[config.mk]
export PLATFORM = sky130hd
export DESIGN_NAME = dht_queue
export DESIGN_NICKNAME = d
export VERILOG_FILES = /design/src/design/dht_pkg.sv /design/src/design/dht_queue.sv
export SDC_FILE = /design/constraint.sdc
export NUM_CORES = 1
export LEC_CHECK = 0
export ABC_AREA = 1
export BUFFER_PORTS_ARGS = -buffer_cell sky130_fd_sc_hd__buf_2
export CORE_MARGIN = 4
export CORE_UTILIZATION = 45
export CTS_CLUSTER_DIAMETER = 100
export DETAILED_ROUTE_END_ITERATION = 6
export PLACE_DENSITY = 0.73
export SLEW_MARGIN = 30
export SYNTH_ARGS = -nofsm -noshare
export SYNTH_HDL_FRONTEND = slang
export SYNTH_SLANG_ARGS = --single-unit
[constraint.sdc]
create_clock -name clk_i -period 10.69 [get_ports clk_i]
set_clock_uncertainty 0.1 [all_clocks]
set_input_delay 1.069 -clock clk_i [delete_from_list [all_inputs] [get_ports clk_i]]
set_output_delay 1.069 -clock clk_i [all_outputs]
set_load 0.03 [all_outputs]
[src/design/dht_pkg.sv]
package dht_pkg;

  localparam int unsigned DepthDefault = 32;
  localparam int unsigned QueueDepth   = 2;
  localparam int unsigned CfgIdxW      = 2;
  localparam int unsigned CfgDataW     = 20;

  localparam logic [CfgIdxW-1:0] CFG_FREQ_TOL  = 2'd0;
  localparam logic [CfgIdxW-1:0] CFG_WIDTH_TOL = 2'd1;

  localparam logic [19:0] FreqTolReset  = 20'd50;
  localparam logic [15:0] WidthTolReset = 16'd20;

  typedef enum logic [2:0] {
    OP_ADD    = 3'd0,
    OP_GET    = 3'd1,
    OP_REMOVE = 3'd2,
    OP_RENAME = 3'd3,
    OP_CLEAR  = 3'd4,
    OP_BAD    = 3'd5
  } op_e;

  typedef struct packed {
    logic [31:0] id;
    logic [19:0] freq;
    logic [31:0] code;
    logic [7:0]  bits;
    logic [15:0] width;
    logic [7:0]  proto;
    logic [63:0] name;
  } rec_t;

  typedef struct packed {
    op_e         op;
    logic [31:0] target;
    rec_t        rec;
  } cmd_t;

endpackage

[src/design/dht_queue.sv]
module dht_queue (
  input  logic          clk_i,
  input  logic          rst_ni,
  input  logic          push_i,
  input  dht_pkg::cmd_t push_cmd_i,
  output logic          full_o,
  input  logic          pop_i,
  output logic          empty_o,
  output dht_pkg::cmd_t head_o
);
  import dht_pkg::*;

  localparam int unsigned PtrW = (QueueDepth > 1) ? $clog2(QueueDepth) : 1;
  localparam int unsigned CntW = $clog2(QueueDepth + 1);

  cmd_t            slot_q [QueueDepth];
  logic [PtrW-1:0] wr_q, rd_q;
  logic [CntW-1:0] cnt_q;

  assign full_o  = (cnt_q == CntW'(QueueDepth));
  assign empty_o = (cnt_q == '0);
  assign head_o  = slot_q[rd_q];

  always_ff @(posedge clk_i) begin
    if (push_i) begin
      slot_q[wr_q] <= push_cmd_i;
    end
  end

  always_ff @(posedge clk_i or negedge rst_ni) begin
    if (!rst_ni) begin
      wr_q  <= '0;
      rd_q  <= '0;
      cnt_q <= '0;
    end else begin
      if (push_i) begin
        wr_q <= (wr_q == PtrW'(QueueDepth - 1)) ? '0 : wr_q + 1'b1;
      end
      if (pop_i) begin
        rd_q <= (rd_q == PtrW'(QueueDepth - 1)) ? '0 : rd_q + 1'b1;
      end
      cnt_q <= cnt_q + CntW'(push_i) - CntW'(pop_i);
    end
  end

endmodule

======== Word-level counts from Yosys, hierarchy flattened ========
Memories as Yosys holds them, arrays and structs flattened.
Index checks and enable logic that the tools add are counted.
W data, S select, Z words.
storage, ports and cells
  bits in registers ....................... 4
  memory bits (writable) .................. 430
  memories kept ........................... 1
memory list
  name    words  width  rd ports  clocked after memory_dff  write ports  line             source
  slot_q  2      215    1         0                         1            dht_queue.sv:16  cmd_t slot_q [QueueDepth];
operators by class
  $add $sub $neg .......................... 4
  eq/ne operators ......................... 1
  multiplexer cells ....................... 4
  reduce and logical (&&, ||, !) cells .... 1
operators with widths
  operator               number
  $mux W1                4
  $add A1 B1 Y1 const B  2
  $add A2 B1 Y2          1
  $eq A2 B2 Y1 const B   1
  $logic_not A2 Y1       1
  $sub A2 B1 Y2          1

======== Longest topological paths before layout ========
Gate-level depths: netlist of the first run.
  depth in word-level cells ............... 2
  depth in mapped cells ................... 7
  mapped depth without buffers ............ 7

======== Worst setup path before layout of the first run ========
Ideal clock, no wire load.
  kind .................................... input to register
  start point ............................. in push_i
  end point ............................... mem slot_q[0][0] (netlist bit) (enable)
  setup time .............................. 0.800 ns
  arrival time ............................ 10.092 ns
  slack ................................... -0.302 ns
  cell stages on the path ................. 2
  cells stage by stage .................... inv_1 > nor2_1
on the way
  word-level cells in the longest chain between the ends .. 2
ends and longest elaborated chain
  item                           line             source
  from (decl)                    dht_queue.sv:4   input logic push_i,
  $mux W1                        dht_queue.sv:25  if (push_i) begin
  $mux W1 (implied by the code)  dht_queue.sv:26  slot_q[wr_q] <= push_cmd_i;
  to (decl)                      dht_queue.sv:16
No other way between the ends.

==> flow_metrics.py, run 1 <==
metrics = {
    "timing": {
        "hold_violations": 0,
        "timing.final.crit_share_pct": 39.9,
        "slew_headroom_pct": 46.7,
        "fin_setup_tns_ns": 0,
        "setup_ws_ns": 6.43,
        "worstMarginPinSlew_ns": 0.799,
        "min_period_ns": 4.26,
        "rsz0062_at_grt": "false",
        "setup_viol": 0,
        "drv_slew": 0,
        "fmax_mhz": 235,
        "holdWs_ns": 0.219,
    },
    "global_routing": {
        "grt_pass1_wl_mm": 52.8,
        "grt_pass1_vias": 9702,
        "antenna_found_initial": 12,
        "grt_max_degree": 122,
        "track_usage_pct": 17.6,
        "globalRouteOverflowTotal": 0,
    },
    "clock_network": {
        "cts_resized": 0,
        "cts_buffers": 43,
        "clk_latency_ns": 0.55,
        "cts_hold_buf": 0,
        "clk_pin_slew_ns": 0.06,
        "cts_setup_buffers": 0,
        "cts_buffer_depth": 3,
        "cts_root_buf": "clkbuf_16",
        "clkSinkCount": 434,
        "cts_tree": "done",
        "cts-htree-levels": 2,
    },
    "synth": {
        "netlist_instances": 1148,
        "synth.area.top_cells": "edfxtp_1 (80%), inv_1 (5.1%), nand2_1 (5.1%)",
        "syn_nets": 1369,
        "synth_area_um2": 16200,
        "yosysWarnings": 0,
        "synth_top_cell_by_area": "edfxtp_1",
        "yosysUniqueCellTypes": 14,
        "synth.top_cell.area_share_pct": 79.6,
        "syn_area_per_cell_um2": 14.1,
        "ys_seq_area_share_pct": 80.2,
        "ys_ff_latch": 434,
    },
    "placement": {
        "place_area_um2": 18700,
        "preCtsSetupSlack_ns": 6.14,
        "dp.cells": 2005,
        "port_buffers": 435,
        "place_congestion": 0.787,
        "hpwl_mm": 24.7,
    },
    "drt": {
        "via_count": 9797,
        "ant_nets": 0,
        "drt-pass1-iter-count": 4,
        "drc_errors": 0,
        "viasPerCell": 4.70,
        "initialDrtViolationCount": 482,
        "routed_wl_mm": 35.7,
        "drt-wirelength-per-cell_um": 17.1,
    },
    "layout": {
        "final_common_cell": "buf_2",
        "final_area_um2": 20000,
        "multi_input_area_um2": 1970,
        "final.fill_count": 2847,
        "final-seq-area_um2": 13000,
        "area_growth_pct": 23.3,
        "fin_cells": 2083,
        "drive_gt1_share_pct": 30.9,
        "mostFrequentLayoutCells": "buf_2 (435), edfxtp_1 (430), inv_1 (221), nand2_1 (221), o21ai_0 (143)",
        "fin_nets": 1811,
    },
    "die": {
        "core-area_um2": 35600,
        "start_util_pct": 45.6,
        "rows": 69,
        "fp.dieW_um": 198,
        "ios": 436,
        "die-area_um2": 39100,
        "die_h_um": 198,
    },
    "run_status": {
        "outcome": "complete, no violations",
    },
    "power": {
        "p_leak_uw": 0.00852,
        "vdd_drop_max_mv": 0.246,
        "cellPowerDensity_nw_per_um2": 297,
    },
    "setup_path": {
        "cp.arrival_ns": 3.09,
        "path_max_fanout": 121,
        "critPathCaptureType": "output pin",
        "cp.required_ns": 9.52,
        "slowest_stage": "buf_4",
        "crit_chain": "buf_4 -> buf_6 -> o21ai_0 -> buf_2",
        "cp-start-kind": "flop",
        "crit_type": "reg -> out",
        "critical-path-max-stage-delay_ns": 0.69,
    },
    "worst_hold_path": {
        "hold_path_class": "in -> async",
    },
    "flow_run": {
        "cap_violations": 0,
    },
}
-- report_power, final --
| group | internal (uW) | total (uW) | switching [uW] |
|---|---|---|---|
| sequential | 2260 | 2350 | 91.2 |
| clock | 805 | 1390 | 582 |
| combinational | 509 | 2210 | 1700 |
-- final cells by class --
cell class / count / area share (%)
clock inverters: 20 / 0.826
multi-input cells: 444 / 9.86
inverters: 222 / 4.20
flip-flops and latches: 434 / 65.1
well taps: 461 / 2.88
clock buffers: 52 / 5.55
repair buffers: 445 / 11.5
diodes: 5 / 0.0626
-- stage by stage --
stage	power, uW	util, %
2_1_floorplan	4030	-
6_report	5950	56.2
5_1_grt	6260	56.2
4_1_cts	6020	56.1
3_3_place_gp	4570	52.4
3_5_place_dp	4620	52.5
-- cells by family (layout without fill, tap and decap cells) --
| group | count (synthesis) | count (layout) | share of synthesized area [%] |
|---|---|---|---|
| flip-flops | 434 | 434 | 80.2 |
| buffers and inverters | 270 | 739 | 7.65 |
| AND/OR/NAND/NOR | 225 | 225 | 5.22 |
| AO/OA/AOI/OAI | 215 | 215 | 6.63 |
| adder cells (fa/ha/maj) | 2 | 2 | 0.154 |
| XOR/XNOR | 2 | 2 | 0.108 |
| other | 0 | 5 | 0 |
-- flip-flops by register name (all words and copies together) (netlist names) --
signal and cells:
wr_q 1, cnt_q 2, rd_q 1, slot_q 430
-- Yosys cell counts --
master / count
buf_2: 5
buf_4: 19
buf_6: 20
clkbuf_1: 4
dfrtp_1: 4
edfxtp_1: 430
ha_1: 2
inv_1: 222
nand2_1: 221
nand3_1: 1
nor2_1: 3
o21ai_0: 143
o21ai_1: 72
xor2_1: 2
-- layer usage --
layer  wire length (um)  track usage [%]  vias to the layer above
met1              13300             21.0                     4534
met2              17600             29.6                      400
met5                101                0                        -
met4                998             6.45                       14
li1                   -                -                     4774
met3               3670             6.19                       75
-- path summary, 6_finish.rpt --
path	from	endpoint	slack (ns)	cells past startpoint
min in group clk_i	wr_q	wr_q	0.45	1
max in group asynchronous	rst_ni	rd_q	10.13	1
max reg2reg	wr_q	slot_q[0][61]	7.58	4
max	rd_q	head_o[54]	6.43	4
min reg2reg	wr_q	wr_q	0.45	1
min	rst_ni	wr_q	0.22	1
-- critical path: cells and delay by family (launching register included) --
kind,cells,cell delay (ns)
buffers and inverters,3,1.56
DFF,1,0.64
AOI/OAI and AO/OA,1,0.25
No activity file was read; power rests on OpenSTA's default activity.
==> inputs of run 2 (changes only) <==
--- a/config.mk
+++ b/config.mk
@@ -5,13 +5,13 @@
 export SDC_FILE = /design/constraint.sdc
 export NUM_CORES = 1
 export LEC_CHECK = 0
-export ABC_AREA = 1
+export ABC_AREA = 0
 export BUFFER_PORTS_ARGS = -buffer_cell sky130_fd_sc_hd__buf_2
 export CORE_MARGIN = 4
 export CORE_UTILIZATION = 45
 export CTS_CLUSTER_DIAMETER = 100
 export DETAILED_ROUTE_END_ITERATION = 6
-export PLACE_DENSITY = 0.73
+export PLACE_DENSITY = 0.7
 export SLEW_MARGIN = 30
 export SYNTH_ARGS = -nofsm -noshare
 export SYNTH_HDL_FRONTEND = slang
==> constraint.sdc (replaced) <==
create_clock -name clk_i -period 4.1 [get_ports clk_i]
set_clock_uncertainty 0.1 [all_clocks]
set_input_delay 0.41 -clock clk_i [delete_from_list [all_inputs] [get_ports clk_i]]
set_output_delay 0.41 -clock clk_i [all_outputs]
set_load 0.03 [all_outputs]
==> run 2 against run 1 <==
First-iteration DRC count is 8.1% higher; via count fell by 8.5%; total power rose to 2.7 times the previous value; count of clock-buffer cells in the layout is 13 higher; area after synthesis increased by 0.39%; combinational power grew to 2.7 times the previous value.
==> flow_metrics.py, run 2 <==
metrics = {
    "run_status": {
        "outcome": "complete, no violations",
    },
    "die": {
        "rows": 69,
        "core-area_um2": 35700,
        "die_h_um": 198,
        "ios": 436,
        "die-area_um2": 39300,
        "fp.dieW_um": 198,
        "start_util_pct": 45.7,
    },
    "global_routing": {
        "globalRouteOverflowTotal": 0,
        "grt_pass1_wl_mm": 54.6,
        "grt_max_degree": 110,
        "antenna_found_initial": 3,
        "track_usage_pct": 17.9,
        "grt_pass1_vias": 9739,
    },
    "synth": {
        "synth_area_um2": 16300,
        "yosys-top-cells-count": "edfxtp_1 (430), mux2_4 (140), mux2_2 (75)",
        "synthArstFlopShare_pct": 0.922,
        "synth.area.top_cells": "edfxtp_1 (79%), mux2_4 (13%), mux2_2 (5.2%)",
        "synth.most_common_cell": "edfxtp_1",
        "yosysWarnings": 0,
        "syn_nets": 905,
        "ys_ff_latch": 434,
        "synth_top_cell_by_area": "edfxtp_1",
        "ys_seq_area_share_pct": 79.9,
        "synth_flop_cell": "edfxtp_1",
        "synth_edf_count": 430,
        "yosysUniqueCellTypes": 13,
        "netlist_instances": 684,
        "synth.top_cell.area_share_pct": 79.3,
        "syn_area_per_cell_um2": 23.8,
    },
    "placement": {
        "dp.cells": 1570,
        "port_buffers": 435,
        "hpwl_mm": 23.4,
        "preCtsSetupSlack_ns": 1.63,
        "place_area_um2": 19000,
        "place_congestion": 0.788,
    },
    "timing": {
        "setup_ws_ns": 1.09,
        "timing.final.crit_share_pct": 73.5,
        "hold_violations": 0,
        "rsz0062_at_grt": "false",
        "worstMarginPinSlew_ns": 0.702,
        "drv_slew": 0,
        "slew_headroom_pct": 53.2,
        "min_period_ns": 3.01,
        "setup_viol": 0,
        "fmax_mhz": 332,
    },
    "clock_network": {
        "cts_hold_buf": 215,
        "cts_resized": 0,
        "cts_setup_buffers": 0,
        "cts_buffer_depth": 3,
        "clk_latency_ns": 0.53,
        "cts_root_buf": "clkbuf_16",
        "clkSinkCount": 434,
        "cts_tree": "done",
        "cts-htree-levels": 2,
        "cts_buffers": 44,
        "clk_pin_slew_ns": 0.06,
    },
    "setup_path": {
        "cp.arrival_ns": 2.50,
        "critPathCaptureType": "output pin",
        "cp.required_ns": 3.59,
        "crit_type": "reg -> out",
        "path_max_fanout": 41,
        "reg2reg_depth": 2,
        "cp-start-kind": "flop",
    },
    "drt": {
        "ant_nets": 0,
        "via_count": 8963,
        "viasPerCell": 4.80,
        "routed_wl_mm": 36.9,
        "drc_errors": 0,
        "drt-pass1-iter-count": 6,
        "drt-wirelength-per-cell_um": 19.8,
        "initialDrtViolationCount": 521,
    },
    "layout": {
        "drive_gt1_share_pct": 51.4,
        "fin_util_pct": 63.2,
        "largestRegisters": "slot_q: 430 flops, cnt_q: 2 flops",
        "multi_input_area_um2": 3050,
        "regMostFlops": "slot_q",
        "fin_cells": 1866,
        "final_common_cell": "buf_2",
        "area_growth_pct": 38.3,
        "final_area_um2": 22500,
        "final.fill_count": 2407,
        "final-seq-area_um2": 13000,
        "mostFrequentLayoutCells": "buf_2 (435), edfxtp_1 (430), dlygate4sd3_1 (215)",
        "fin_nets": 1591,
        "largest_register_ffs": 430,
    },
    "power": {
        "cellPowerDensity_nw_per_um2": 704,
        "p_total_uw": 15800,
        "p_leak_uw": 0.00894,
        "vdd_drop_max_mv": 0.717,
    },
    "worst_hold_path": {
        "whs_path_depth": 1,
        "hold_path_class": "in -> reg",
    },
    "flow_run": {
        "cap_violations": 0,
    },
}
## run 2: cell count changes in the layout (fill, tap and decap cells not counted), moves of 72 or more
cell / change
dlygate4sd3_1: +215
mux2_2: +75
o21ai_1: -72
inv_1: -219
o21ai_0: -143
mux2_4: +140
nand2_1: -221
## run 2: per-stage QoR
stage / setup TNS, ns / hold slack, ns
CTS: 0 / 0.00586
floorplan: -13.54 / 0.0144
global route: 0 / 0.00637
finish: 0 / 0.0422
detailed placement: 0 / 0.132
global placement: 0 / 0.126
## run 2: final timing paths
path | from | slack [ns] | endpoint
worst max-delay path | rd_q | 1.09 | head_o[107]
worst max register to register | wr_q | 2.07 | slot_q[1][138]
worst min-delay path | push_cmd_i[105] | 0.04 | slot_q[1][105]
min in group asynchronous | rst_ni | 0.14 | cnt_q[0]
max in group asynchronous | rst_ni | 3.61 | rd_q
worst min register to register | wr_q | 0.44 | wr_q
## run 2: layer usage
layer,up-vias,part of all wire (%),GRT usage (%),wire (um)
met3,58,7.4,4.82,2710
met4,0,2.5,5.36,908
met2,343,52,32.2,19300
met5,-,0,0,0
li1,4104,-,-,-
met1,4458,38,21.1,13900
## run 2: critical path, cell delays in order (launching register included)
cell and delay [ns]:
dfrtp_4 0.84, buf_12 0.32, buf_12 0.27, mux2_4 0.33
buf_2 0.18
## run 2: cell families (layout without fill, tap and decap cells)
| group | count (synthesis) | in the layout | share of synthesized area (%) |
|---|---|---|---|
| xor+xnor | 3 | 3 | 0.254 |
| fa+ha+maj | 2 | 2 | 0.154 |
| buf+inv | 26 | 744 | 1.44 |
| flops | 434 | 434 | 79.9 |
| mux | 215 | 215 | 18.1 |
| other cells | 0 | 3 | 0 |
| simple gates | 4 | 4 | 0.138 |
## run 2: layout make-up
class,count,area share (%)
inverters,2,0.0333
clock buffers,65,5.38
clock inverters,13,0.539
repair buffers,664,20.1
well taps,461,2.56
flip-flops and latches,434,57.8
diodes,3,0.0333
multi-input cells,224,13.5
## run 2: where the power goes
part,leakage (uW),switching [uW],total (uW),internal (uW)
Clock,0.000637,1540,3710,2170
Sequential,0.00408,302,6190,5890
Combinational,0.00422,3630,5940,2300
==> inputs of run 3 (changes only) <==
--- a/config.mk
+++ b/config.mk
@@ -11,7 +11,7 @@
 export CORE_UTILIZATION = 45
 export CTS_CLUSTER_DIAMETER = 100
 export DETAILED_ROUTE_END_ITERATION = 6
-export PLACE_DENSITY = 0.7
+export PLACE_DENSITY = 0.73
 export SLEW_MARGIN = 30
 export SYNTH_ARGS = -nofsm -noshare
 export SYNTH_HDL_FRONTEND = slang
==> constraint.sdc (replaced) <==
create_clock -name clk_i -period 2.74 [get_ports clk_i]
set_clock_uncertainty 0.1 [all_clocks]
set_input_delay 0.274 -clock clk_i [delete_from_list [all_inputs] [get_ports clk_i]]
set_output_delay 0.274 -clock clk_i [all_outputs]
set_load 0.03 [all_outputs]
==> run 3 against run 2 <==
Sequential cell count is the same; critical path depth is the same; routed wire length grew 0.29%; worst setup slack lost 0.87 ns; clock power grew 47%; critical endpoint is now head_o[110].
==> flow_metrics.py, run 3 (same netlist as run 2, synthesis figures left out) <==
metrics = {
    "run_status": {
        "outcome": "complete, no violations",
    },
    "layout": {
        "final.fill_count": 2402,
        "fin_nets": 1601,
        "largestRegisters": "slot_q: 430 flops, cnt_q: 2 flops",
        "final_common_cell": "buf_2",
        "multi_input_area_um2": 3050,
        "largest_register_ffs": 430,
        "final-seq-area_um2": 13000,
        "regMostFlops": "slot_q",
        "drive_gt1_share_pct": 51.4,
        "fin_util_pct": 63.4,
        "final_area_um2": 22600,
        "mostFrequentLayoutCells": "buf_2 (435), edfxtp_1 (430), dlygate4sd3_1 (219)",
        "area_growth_pct": 38.8,
    },
    "die": {
        "start_util_pct": 45.7,
        "fp.dieW_um": 198,
        "die-area_um2": 39300,
        "ios": 436,
        "core-area_um2": 35700,
        "rows": 69,
        "die_h_um": 198,
    },
    "setup_path": {
        "cp.arrival_ns": 2.15,
        "rr_endpoint": "slot_q[1][120]",
        "reg2reg_depth": 2,
        "reg2reg_slack_ns": 0.94,
        "cp-start-kind": "flop",
        "crit_type": "reg -> out",
        "r2r-start": "wr_q",
        "cp-startpoint": "rd_q",
        "cp.required_ns": 2.37,
        "crit_path_end": "head_o[110]",
        "critPathCaptureType": "output pin",
        "path_max_fanout": 32,
    },
    "global_routing": {
        "grt_pass1_vias": 9897,
        "grt_max_degree": 123,
        "track_usage_pct": 18.1,
        "grt_pass1_wl_mm": 54.7,
        "globalRouteOverflowTotal": 0,
        "antenna_found_initial": 4,
    },
    "power": {
        "p_leak_uw": 0.00899,
        "p_total_uw": 23700,
        "cellPowerDensity_nw_per_um2": 1050,
        "vdd_drop_max_mv": 0.763,
    },
    "drt": {
        "drt-wirelength-per-cell_um": 19.7,
        "via_count": 9011,
        "drt-pass1-iter-count": 5,
        "viasPerCell": 4.80,
        "initialDrtViolationCount": 357,
        "drc_errors": 0,
        "routed_wl_mm": 37.0,
        "ant_nets": 0,
    },
    "timing": {
        "fmax_mhz": 396,
        "setup_viol": 0,
        "rsz0062_at_grt": "false",
        "min_period_ns": 2.52,
        "drv_slew": 0,
        "worstMarginPinSlew_ns": 0.744,
        "timing.final.crit_share_pct": 92.1,
        "hold_violations": 0,
        "slew_headroom_pct": 50.4,
        "fin_setup_tns_ns": 0,
        "setup_ws_ns": 0.215,
    },
    "placement": {
        "hpwl_mm": 23.1,
        "place_congestion": 0.769,
        "preCtsSetupSlack_ns": 0.779,
        "place_area_um2": 19100,
        "port_buffers": 435,
    },
    "clock_network": {
        "cts_resized": 0,
        "cts-htree-levels": 2,
        "cts_buffers": 43,
        "clk_latency_ns": 0.53,
        "cts_root_buf": "clkbuf_16",
        "cts_hold_buf": 219,
        "clk_pin_slew_ns": 0.06,
        "cts_setup_buffers": 0,
        "cts_buffer_depth": 3,
        "clkSinkCount": 434,
        "cts_tree": "done",
    },
    "worst_hold_path": {
        "hold_path_class": "in -> reg",
    },
    "flow_run": {
        "cap_violations": 0,
    },
}
==> run 3: changes by cell type in the layout (fill, tap and decap cells not counted) <==
cell,change
buf_4,+6
clkbuf_1,-6
clkinv_1,+6
dlygate4sd3_1,+4
clkinv_4,-2
clkinvlp_4,-2
diode_2,+2
buf_12,+1
clkbuf_8,-1
clkinv_2,+1
inv_6,+1
==> run 3: cell type report <==
| type | count | area share (%) |
|---|---|---|
| Antenna cell | 5 | 0.0554 |
| Clock inverter | 17 | 0.554 |
| Inverter | 2 | 0.0332 |
| Timing Repair Buffer | 675 | 20.5 |
| Sequential cell | 434 | 57.6 |
| Multi-Input combinational cell | 224 | 13.5 |
| Clock buffer | 58 | 5.20 |
| Tap cell | 461 | 2.55 |
==> run 3: worst min-delay path by stage <==
stage | from | endpoint | slack, ns | depth (start not counted)
detailed placement | rst_ni | wr_q | -0.01 | 1
finish | push_cmd_i[164] | slot_q[0][164] | 0.35 | 2
global placement | rst_ni | cnt_q[0] | -0.02 | 1
CTS | push_cmd_i[201] | slot_q[1][201] | 0.31 | 2
floorplan | rst_ni | cnt_q[0] | -0.12 | 0
global route | push_cmd_i[144] | slot_q[0][144] | 0.34 | 2
==> run 3: layer usage <==
layer  wire length [um]  track usage, %  part of all wire (%)
met5                  0               0                     0
met4               1290            7.52                   3.5
met2              19500            32.5                    53
met1              13600            20.4                    37
met3               2510            4.90                   6.8
==> run 3: through the flow <==
step           std cells  hold slack, ns
3_5_place_dp        1577         -0.0123
3_3_place_gp        1577         -0.0156
5_1_grt             1875           0.340
4_1_cts             1871           0.315
2_1_floorplan        684          -0.122
6_report            1876           0.353
==> run 3: critical path: stages, from the launching register on <==
cell and delay (ns):
dfrtp_4 0.54, buf_12 0.23, buf_12 0.27, mux2_4 0.33, buf_2 0.18
==> run 3: power breakdown <==
group | internal (uW) | switching (uW) | total [uW]
sequential | 8810 | 371 | 9190
clock | 3180 | 2260 | 5440
combinational | 3510 | 5560 | 9070
